## src/apes_pkg.sv

```systemverilog
// Shared types, constants and fixed-point helpers for the active particle Euler step.
// Used by apes_axis, apes_cordic_cell and the top level; no dependencies.
`default_nettype none
package apes_pkg;

  localparam int CORDIC_STAGES_DEF = 16;
  localparam int QW = 49;                       // width of a Q16.16 product after the shift
  localparam logic signed [32:0] Q_ONE = 33'sd65536;
  localparam logic signed [32:0] Q_SQRT2 = 33'sd92682;
  localparam logic signed [34:0] Q_HALF_PI = 35'sd102944;
  localparam logic signed [19:0] Q_PI_MAX = 20'sd205887;
  localparam logic signed [31:0] S32_MAX = 32'sh7fffffff;
  localparam logic signed [31:0] S32_MIN = 32'sh80000000;

  typedef enum logic [1:0] {
    REG_TIME_STEP = 2'd0,
    REG_MOBILITY  = 2'd1,
    REG_INV_PERS  = 2'd2,
    REG_NOISE_GN  = 2'd3
  } reg_idx_t;

  typedef struct packed {
    logic signed [34:0] x;
    logic signed [34:0] y;
    logic signed [19:0] z;
    logic               rot;   // take the angle, else keep the old direction
    logic signed [18:0] dir;
  } cordic_t;

  typedef struct packed {
    logic signed [31:0] disp_x;
    logic signed [31:0] disp_y;
    logic signed [31:0] new_vel_x;
    logic signed [31:0] new_vel_y;
  } kin_res_t;

  // Q16.16 product, floor rounding.
  function automatic logic signed [QW-1:0] qmul(input logic signed [32:0] a,
                                                 input logic signed [32:0] b);
    logic signed [65:0] p;
    p = 66'(a) * 66'(b);
    return QW'(p >>> 16);
  endfunction

  function automatic logic signed [31:0] sat32(input logic signed [QW+1:0] v);
    if (v > (QW+2)'(S32_MAX)) return S32_MAX;
    else if (v < (QW+2)'(S32_MIN)) return S32_MIN;
    else return v[31:0];
  endfunction

  function automatic logic signed [19:0] atan_q(input logic [4:0] idx);
    logic signed [19:0] r;
    unique case (idx)
      5'd0: r = 20'sd51472;
      5'd1: r = 20'sd30386;
      5'd2: r = 20'sd16055;
      5'd3: r = 20'sd8150;
      5'd4: r = 20'sd4091;
      5'd5: r = 20'sd2047;
      5'd6: r = 20'sd1024;
      5'd7: r = 20'sd512;
      5'd8: r = 20'sd256;
      5'd9: r = 20'sd128;
      5'd10: r = 20'sd64;
      5'd11: r = 20'sd32;
      5'd12: r = 20'sd16;
      5'd13: r = 20'sd8;
      5'd14: r = 20'sd4;
      5'd15: r = 20'sd2;
      5'd16: r = 20'sd1;
      default: r = 20'sd0;
    endcase
    return r;
  endfunction

endpackage
`default_nettype wire

```

## src/apes_cordic_cell.sv

```systemverilog
// One vectoring step of the CORDIC chain: shift-add on x and y, accumulate angle.
// Depends on apes_pkg.
`default_nettype none
module apes_cordic_cell #(
  parameter int STAGE = 0
) (
  input  wire                     clk,
  input  wire                     en,
  input  apes_pkg::cordic_t       c_i,
  output apes_pkg::cordic_t       c_o
);
  import apes_pkg::*;

  cordic_t c_nxt, c_r;
  logic signed [34:0] dx, dy;
  logic signed [19:0] at;

  assign dx = c_i.y >>> STAGE;
  assign dy = c_i.x >>> STAGE;
  assign at = atan_q(5'(STAGE));

  always_comb begin
    c_nxt = c_i;
    if (c_i.y > 35'sd0) begin
      c_nxt.x = c_i.x + dx;
      c_nxt.y = c_i.y - dy;
      c_nxt.z = c_i.z + at;
    end else begin
      c_nxt.x = c_i.x - dx;
      c_nxt.y = c_i.y + dy;
      c_nxt.z = c_i.z - at;
    end
  end

  always_ff @(posedge clk) begin
    if (en) begin
      c_r <= c_nxt;
    end
  end

  assign c_o = c_r;

endmodule
`default_nettype wire

```

## config.mk

```make
export PLATFORM = sky130hd
export DESIGN_NAME = apes_cordic_cell
export DESIGN_NICKNAME = d
export VERILOG_FILES = /design/src/apes_pkg.sv /design/src/apes_cordic_cell.sv
export SDC_FILE = /design/constraint.sdc
export NUM_CORES = 1
export LEC_CHECK = 0
export BUFFER_PORTS_ARGS = -buffer_cell sky130_fd_sc_hd__buf_4
export CORE_MARGIN = 2
export CORE_UTILIZATION = 45
export CTS_BUF_LIST = sky130_fd_sc_hd__clkbuf_2
export DETAILED_ROUTE_END_ITERATION = 8
export PLACE_DENSITY_LB_ADDON = 0.1
export SYNTH_ARGS = -nofsm -noshare
export SYNTH_HDL_FRONTEND = slang
export SYNTH_SLANG_ARGS = --single-unit
```

## constraint.sdc

```tcl
create_clock -name clk -period 5.4 [get_ports clk]
set_clock_uncertainty 0.1 [all_clocks]
set_input_delay 1.08 -clock clk [delete_from_list [all_inputs] [get_ports clk]]
set_output_delay 1.08 -clock clk [all_outputs]
set_load 0.03 [all_outputs]
```

==> flow_summary.toml, run 1 <==
[synthesis]
ys_ff_latch = 109
synth_edf_count = 109
synth_area_leader_cell = "edfxtp_1"
syn_nets = 1377
syn_area_um2 = 10100
synth_cell_types = 72
syn_avg_cell_area_um2 = 8.80
netlist_instances = 1145
ys_top_cells_by_area = "edfxtp_1 (33%), ha_1 (14%), xnor2_1 (6.7%), a21oi_1 (6.2%), inv_1 (4.2%)"
synthArstFlopShare = 0
synth-warning-count = 0
ys_seq_area_frac = 0.325
synthFlopType = "edfxtp_1"
synth_top_area_share = 0.325

[final_layout]
final_common_cell = "buf_4"
fin_util = 0.555
layoutNonFillerInstCount = 1637
largest_register_ffs = 109
nets = 1582
area_growth_pct = 20.6
drive_gt1_frac = 0.199
layout_common_cells = "buf_4 (238), a21oi_1 (124), ha_1 (116)"

[timing]
hold_viol_final = 0
finalMaxSlewViolations = 0
rsz0062_at_grt = "no"
worst_hold_slack_ps = 420
slew_headroom = 0.450
min_period_ps = 4260
max_freq_mhz = 235
min_period_over_period = 0.788
tightest_slew_ps = 826
setup_viol = 0
final.setup.tns_ps = 0

[floorplanning]
die_w_um = 154
start_util = 0.460
dieArea_um2 = 23600
ios = 222
fp.dieH_um = 154
row_count = 54
design.core.area_um2 = 21900

[clocking]
cts_root_buffer = "clkbuf_2"
tritoncts = "done"
holdBufCountCts = 0
cts_sinks = 109
cts_resized = 0
clock_path_buffers = 2
post_cts_buffers = 0
htreeDepth = 3
clk_pin_slew_worst_paths_ps = 360
cts_buffers = 9

[run]
max_cap_violations = 0

[grt]
grt_pass1_wl_mm = 50.6
grt_pass1_vias = 9229
antenna_found_initial = 1
grt_usage = 0.269
overflow = 0
grt_max_degree = 73

[drt]
wl_per_cell_um = 19.8
drt_first_pass_iters = 5
routed_wl_mm = 32.4
drt_iter0_markers = 955
m1WireLength_mm = 14.4
drc = 0
vias_per_cell = 5.81
route.met3.wl_mm = 2.42
vias = 9511
top_layer = "met4"
wl_met2_mm = 14.8
antenna_left = 0

[placement]
gp_congestion = 0.983
placed_cells = 1619
portBuffers = 221
hpwl_mm = 25.7

[pwr]
ir_worst_vdd_mv = 0.125
power.density_nw_per_um2 = 245
p_leak_nw = 5.35
fin_total_pwr_mw = 2.98

[worst_setup_path]
required_ps = 5810
cp_data_arrival_time_ps = 4660
worst-path-max-fanout = 4
start_kind = "input pin"
crit_type = "in -> reg"
critPathTopFamily = "simple AND/OR/NAND/NOR gates"
cpMaxStageDelayCell = "nor4_1"
endpoint_kind = "flop"
cp_num_buf_inv = 3
crit_chain = "buf_4 -> nor4_1 -> and4_1 -> nand4_1 -> nor4_1 -> buf_4 -> or2_2 -> inv_2 -> fa_1 -> nor2b_1 -> o21ai_0 -> a21boi_0 -> o211ai_1 -> a21oi_1 -> nor3_1 -> o41ai_1 -> a21oi_1 -> xnor2_1"
crit_cells = 18
slowest_delay_ps = 450

[hold_path]
hold_path.class = "in -> reg"
hold-path-cell-count = 1

[outcome]
status = "finished, final reports clean"
-- area by class of cell --
type / count / area (um2)
Fill cell: 2085 / 9740
Multi-Input combinational cell: 877 / 6180
Antenna cell: 2 / 5.00
Timing Repair Buffer: 238 / 1790
Sequential cell: 109 / 3270
Inverter: 115 / 432
Tap cell: 280 / 350
Clock buffer: 9 / 45.0
Clock inverter: 7 / 78.8
-- metrics by stage --
step | cell area (um2) | worst slack [ps]
CTS | 12100 | 1140
finish | 12200 | 1140
detailed placement | 12000 | 373
floorplan | 10100 | 403
global route | 12200 | 836
global placement | 12000 | 523
-- routing by layer --
| layer | vias up | track usage |
|---|---|---|
| met4 | 0 | 0.0769 |
| li1 | 4552 | - |
| met5 | - | 0 |
| met2 | 453 | 0.434 |
| met3 | 58 | 0.0386 |
| met1 | 4448 | 0.377 |
-- kinds of logic (layout without fill, tap and decap cells) --
kind of cell | Yosys count | count (layout) | synth area share
simple gates | 294 | 294 | 0.138
buf+inv | 159 | 369 | 0.0614
compound gates | 364 | 364 | 0.235
fa+ha+maj | 120 | 120 | 0.152
flops | 109 | 109 | 0.325
xor+xnor | 81 | 81 | 0.0704
other cells | 0 | 2 | 0
mux | 18 | 18 | 0.0180
-- cell usage after synthesis (7+ instances only) --
library cell / count
o21bai_1: 22
o21ai_0: 73
a221oi_1: 7
a21oi_1: 124
a31oi_1: 12
nand4_1: 11
and2_1: 7
o211ai_1: 12
nand3_1: 18
a21o_1: 17
ha_1: 116
o21a_1: 13
a211oi_1: 7
nor3_1: 26
nand2_1: 72
nand2b_1: 18
clkbuf_1: 20
edfxtp_1: 109
nor2_1: 94
nor4_1: 13
buf_2: 11
mux2i_1: 17
o31a_1: 7
or3_1: 8
xnor2_1: 77
inv_1: 113
o41ai_1: 7
buf_1: 11
nor2b_1: 14
-- final timing paths --
check	start	endpoint	slack [ps]
worst max-delay path	c_i[49]	c_o[38]	1140
worst min-delay path	c_i[15]	c_o[15]	420
-- power breakdown --
part / internal [mW] / switching (mW)
logic: 0.530 / 0.880
registers: 1.10 / 0.0383
clock network: 0.0802 / 0.352
Power figures use the tool's default switching activity.
==> run 2, diff against run 1 <==
--- a/config.mk
+++ b/config.mk
@@ -5,6 +5,7 @@
 export SDC_FILE = /design/constraint.sdc
 export NUM_CORES = 1
 export LEC_CHECK = 0
+export ABC_AREA = 1
 export BUFFER_PORTS_ARGS = -buffer_cell sky130_fd_sc_hd__buf_4
 export CORE_MARGIN = 2
 export CORE_UTILIZATION = 45
==> constraint.sdc (replaced) <==
create_clock -name clk -period 3.5 [get_ports clk]
set_clock_uncertainty 0.1 [all_clocks]
set_input_delay 0.7 -clock clk [delete_from_list [all_inputs] [get_ports clk]]
set_output_delay 0.7 -clock clk [all_outputs]
set_load 0.03 [all_outputs]
==> run 2 against run 1 <==
Effect of this change:
- the flow now finishes with violations (DRC)
- cell area up 18%
- non-clock buffer count grew 63
- utilization fell by 0.21 points
- total power up 61%
- sequential share of layout area shrank 4.1 points
- cell count up 45%
- sequential cell count is the same
- worst hold slack got worse by 330 ps
- critical path depth decreased by 3
- sequential power is 51% higher
- clock power is 41% higher
- critical path type unchanged
- critical endpoint is now c_o[36]
==> flow_summary.toml, run 2 <==
[synthesis]
syn_area_um2 = 11800
synth_area_leader_cell = "edfxtp_1"
syn_nets = 1992
synth_cell_types = 41
synth_top_area_share = 0.277
synth_edf_count = 109
ys_ff_latch = 109
ys_seq_area_frac = 0.277
synthTopCellsByCount = "nand2_1 (525), inv_1 (269), nand3_1 (158), nor2_1 (127), a21oi_1 (124)"
synth-warning-count = 0
ys_top_cells_by_area = "edfxtp_1 (28%), nand2_1 (17%), ha_1 (12%), inv_1 (8.6%), nand3_1 (6.7%)"
yosysMostFrequentCell = "nand2_1"
synthFlopType = "edfxtp_1"
netlist_instances = 1760
synthArstFlopShare = 0
syn_avg_cell_area_um2 = 6.70

[pwr]
power.internal_mw = 2.61
ir_worst_vdd_mv = 0.227
seqPwrFrac = 0.357
power_switching_mw = 2.19
p_comb_frac = 0.515
p_clk_frac = 0.127
swShare = 0.456
fin_total_pwr_mw = 4.80
power.density_nw_per_um2 = 335
p_leak_nw = 7.47

[worst_setup_path]
crit_type = "in -> reg"
required_ps = 3910
setup.worst_path.start = "c_i[41]"
endpoint_kind = "flop"
start_kind = "input pin"
cp_data_arrival_time_ps = 3460
worst-path-max-fanout = 8
cp-endpoint = "c_o[36]"

[final_layout]
area_growth_pct = 21.4
drive_gt1_frac = 0.181
regArea_um2 = 3270
layout_common_cells = "nand2_1 (525), buf_4 (300), inv_1 (269)"
final_common_cell = "nand2_1"
fin_util = 0.553
multi_input_area_um2 = 7190
design_area_um2 = 14300
largest_register_ffs = 109
n_fill_cell = 2622
nets = 2260

[grt]
grt_use_met2 = 0.475
top_usage_layer = "met2"
grt_pass1_wl_mm = 67.2
grt_usage = 0.315
overflow = 0
grt_max_degree = 67
use_met1 = 0.465
grt_pass1_vias = 12000
use_met3 = 0.0593
antenna_found_initial = 1

[drt]
antenna_left = 0
vias_per_cell = 5.36
drt_first_pass_iters = 8
drt_iter0_markers = 1286
drc = 2
vias = 12700
routed_wl_mm = 44.1
wl_per_cell_um = 18.6

[timing]
min_period_over_period = 0.872
setup_viol = 0
max_freq_mhz = 328
slew_headroom = 0.463
finalMaxSlewViolations = 0
min_period_ps = 3050
final.setup.tns_ps = 0
hold_viol_final = 0
rsz0062_at_grt = "no"
tightest_slew_ps = 805

[run]
max_cap_violations = 0

[clocking]
tritoncts = "done"
cts_root_buffer = "clkbuf_2"
cts_sinks = 109
clk_pin_slew_worst_paths_ps = 340
clock_path_buffers = 2
post_cts_buffers = 0
holdBufCountCts = 0
cts_buffers = 9
cts_resized = 0
htreeDepth = 3

[floorplanning]
row_count = 59
dieArea_um2 = 27500
design.core.area_um2 = 25900
die_w_um = 166
ios = 222
fp.dieH_um = 166
start_util = 0.455

[outcome]
violations = "DRC"
status = "finished, violations left"

[placement]
portBuffers = 221
hpwl_mm = 37.8
gp_congestion = 0.995
placed_area_um2 = 14200

[hold_path]
hold_path.class = "in -> reg"
==> run 2: stage by stage <==
stage	hold WS (ps)	setup WS [ps]	instances
finish	87.7	447	2371
global route	30.8	222	2371
CTS	40.9	463	2368
detailed placement	780	-237	2352
global placement	778	-93.6	2352
floorplan	699	259	1760
==> run 2: worst min path at each step <==
stage	start	endpoint	slack [ps]	depth (start not counted)
after detailed placement	c_i[2]	c_o[2]	780	1
after global placement	c_i[12]	c_o[12]	780	1
final	c_i[2]	c_o[2]	90	1
after floorplan	c_i[0]	c_o[0]	700	0
after CTS	c_i[2]	c_o[2]	40	1
after global routing	c_i[8]	c_o[8]	30	1
==> run 2: kinds of logic (layout without fill, tap and decap cells) <==
| family | Yosys count | count (layout) | synth area share |
|---|---|---|---|
| flops | 109 | 109 | 0.277 |
| simple gates | 899 | 899 | 0.324 |
| other cells | 0 | 3 | 0 |
| fa+ha+maj | 120 | 120 | 0.130 |
| compound gates | 258 | 258 | 0.117 |
| buf+inv | 322 | 595 | 0.113 |
| xor+xnor | 52 | 52 | 0.0386 |
==> run 2: layout make-up <==
cell class / count / area share
multi-input cells: 1329 / 0.502
flip-flops and latches: 109 / 0.228
repair buffers: 301 / 0.159
inverters: 278 / 0.0730
well taps: 335 / 0.0293
clock inverters: 7 / 0.00498
clock buffers: 9 / 0.00314
diodes: 3 / 0.000524
==> run 2: critical path, stage by stage <==
cell      delay [ps]
buf_4            110
inv_1            140
nand2_1           80
nor3_1           350
nand4_1          140
buf_4            190
nand2_2          190
inv_2            110
fa_1             400
o21ai_0          300
a21oi_1          190
o21bai_1         210
nand3_1           90
nand2_1           80
xor2_1           170
==> run 2: power groups by stage <==
stage	Sequential (mW)	Combinational (mW)	Clock (mW)
finish	1.72	2.47	0.611
global route	1.73	2.68	0.673
CTS	1.72	2.43	0.622
detailed placement	1.75	2.43	0
global placement	1.74	2.41	0
floorplan	2.09	1.13	0
==> run 2: per-layer routing <==
metal,share of wire,wire [um],up-vias
met5,0.0016,71,-
met2,0.42,18500,636
met3,0.095,4190,57
li1,-,-,6203
met1,0.46,20500,5803
met4,0.020,867,2
==> run 3, diff against run 2 <==
--- a/config.mk
+++ b/config.mk
@@ -6,11 +6,11 @@
 export NUM_CORES = 1
 export LEC_CHECK = 0
 export ABC_AREA = 1
-export BUFFER_PORTS_ARGS = -buffer_cell sky130_fd_sc_hd__buf_4
 export CORE_MARGIN = 2
-export CORE_UTILIZATION = 45
+export CORE_UTILIZATION = 25
 export CTS_BUF_LIST = sky130_fd_sc_hd__clkbuf_2
 export DETAILED_ROUTE_END_ITERATION = 8
+export DONT_BUFFER_PORTS = 1
 export PLACE_DENSITY_LB_ADDON = 0.1
 export SYNTH_ARGS = -nofsm -noshare
 export SYNTH_HDL_FRONTEND = slang
==> run 3 against run 2 <==
Effect of this change:
- the run now ends clean
- highest routed layer is now met4
- largest power group is now registers
- via count down 8.7%
- setup slack better by 150 ps
- die area up 78%
- non-clock buffer count down 200
- first-iteration DRC count down 35%
- cell area down 7.4%
==> flow_summary.toml, run 3 (same netlist as run 2, synthesis figures left out) <==
[worst_setup_path]
setup.worst_path.start = "c_i[59]"
required_ps = 3940
crit_type = "in -> reg"
worst-path-max-fanout = 6
start_kind = "input pin"
endpoint_kind = "flop"
cp_data_arrival_time_ps = 3350

[clocking]
cts_buffers = 9
htreeDepth = 3
clock_path_buffers = 2
cts_sinks = 109
clk_pin_slew_worst_paths_ps = 350
post_cts_buffers = 0
cts_root_buffer = "clkbuf_2"
tritoncts = "done"
cts_resized = 0

[drt]
routed_wl_mm = 49.7
drc = 0
vias = 11600
vias_per_cell = 4.75
drt_first_pass_iters = 5
wl_per_cell_um = 20.4
drt_iter0_markers = 839
antenna_left = 0

[timing]
tightest_slew_ps = 815
rsz0062_at_grt = "no"
max_freq_mhz = 344
finalMaxSlewViolations = 0
min_period_over_period = 0.831
slew_headroom = 0.457
setup_viol = 0
hold_viol_final = 0
min_period_ps = 2910
final.setup.tns_ps = 0

[final_layout]
n_fill_cell = 5186
regArea_um2 = 3270
largest_register_ffs = 109
final_common_cell = "nand2_1"
nets = 2060
multi_input_area_um2 = 7190
area_growth_pct = 12.5
fin_util = 0.285
drive_gt1_frac = 0.0780
design_area_um2 = 13300
layout_common_cells = "nand2_1 (525), inv_1 (269), nand3_1 (158)"

[floorplanning]
ios = 222
fp.dieH_um = 221
row_count = 79
design.core.area_um2 = 46600
die_w_um = 221
start_util = 0.253
dieArea_um2 = 48900

[pwr]
p_clk_frac = 0.145
swShare = 0.477
p_leak_nw = 6.52
power_switching_mw = 2.20
power.density_nw_per_um2 = 348
power.internal_mw = 2.41
p_comb_frac = 0.396
seqPwrFrac = 0.459
ir_worst_vdd_mv = 0.185

[placement]
placed_area_um2 = 12800
portBuffers = 0
hpwl_mm = 43.2
gp_congestion = 0.941

[hold_path]
hold-path-cell-count = 3
min_from = "c_i[39]"
hold_path.class = "in -> reg"
hold_path_end = "c_o[39]"

[grt]
grt_pass1_wl_mm = 73.0
grt_pass1_vias = 11400
overflow = 0
grt_usage = 0.199
grt_max_degree = 110
antenna_found_initial = 4

[run]
max_cap_violations = 0

[outcome]
status = "finished, final reports clean"
## run 3: changes by cell type in the layout (fill, tap and decap cells not counted), sizes merged
| cell | change |
|---|---|
| diode | -2 |
| dlygate4sd3 | +26 |
| buf | -226 |
| inv | +2 |
| clkinv | -2 |
## run 3: power groups by stage
stage	clock network [mW]	registers (mW)	logic [mW]
after floorplan	0	2.09	1.13
after global placement	0	2.15	1.76
after detailed placement	0	2.16	1.75
after CTS	0.713	2.12	1.81
after global routing	0.764	2.13	2.02
final	0.670	2.12	1.83
## run 3: worst max-delay path by stage
stage | to | slack, ps | cells after the start
final | c_o[36] | 590 | 15
after global routing | c_o[37] | 490 | 15
after CTS | c_o[36] | 630 | 15
after detailed placement | c_o[36] | -180 | 15
after global placement | c_o[36] | -160 | 15
after floorplan | c_o[36] | 260 | 15
## run 3: timing repair
item,4_1_cts,5_1_grt
hold buffers,26,1
endpoints found under the setup margin,0,0
hold endpoints to repair,134,1
## run 3: area by class of cell
type	instances	share of cell area
sequential	109	0.247
antenna	1	0.000189
clock inverter	7	0.00726
inverter	278	0.0788
tap	607	0.0572
multi-input combinational	1329	0.542
timing repair buffer	101	0.0645
clock buffer	9	0.00339
## run 3: worst max-delay path, stage by stage
cell and delay [ps]:
inv_1 80, nand4_1 180, nor3_1 390, nand4_1 160, buf_4 200, nand2_2 140
inv_2 100, fa_1 390, o21ai_0 260, a21oi_1 110, buf_4 160, o21bai_1 160
nand3_1 90, nand2_1 80, xor2_1 140
## run 3: through the flow
step / setup slack, ps / instances / hold slack (ps) / power, mW
6_report: 592 / 2441 / 179 / 4.61
5_1_grt: 492 / 2441 / 98.1 / 4.92
4_1_cts: 625 / 2439 / 1.08 / 4.65
3_5_place_dp: -181 / 2397 / 699 / 3.91
3_3_place_gp: -164 / 2397 / 699 / 3.92
2_1_floorplan: 259 / 1760 / 699 / 3.22
## run 3: metal layers
metal	vias to the layer above	part of all wire	GRT usage
li1	5798	-	-
met5	-	0	0
met4	0	0.017	0.0414
met3	39	0.051	0.0292
met1	5402	0.50	0.290
met2	353	0.43	0.310
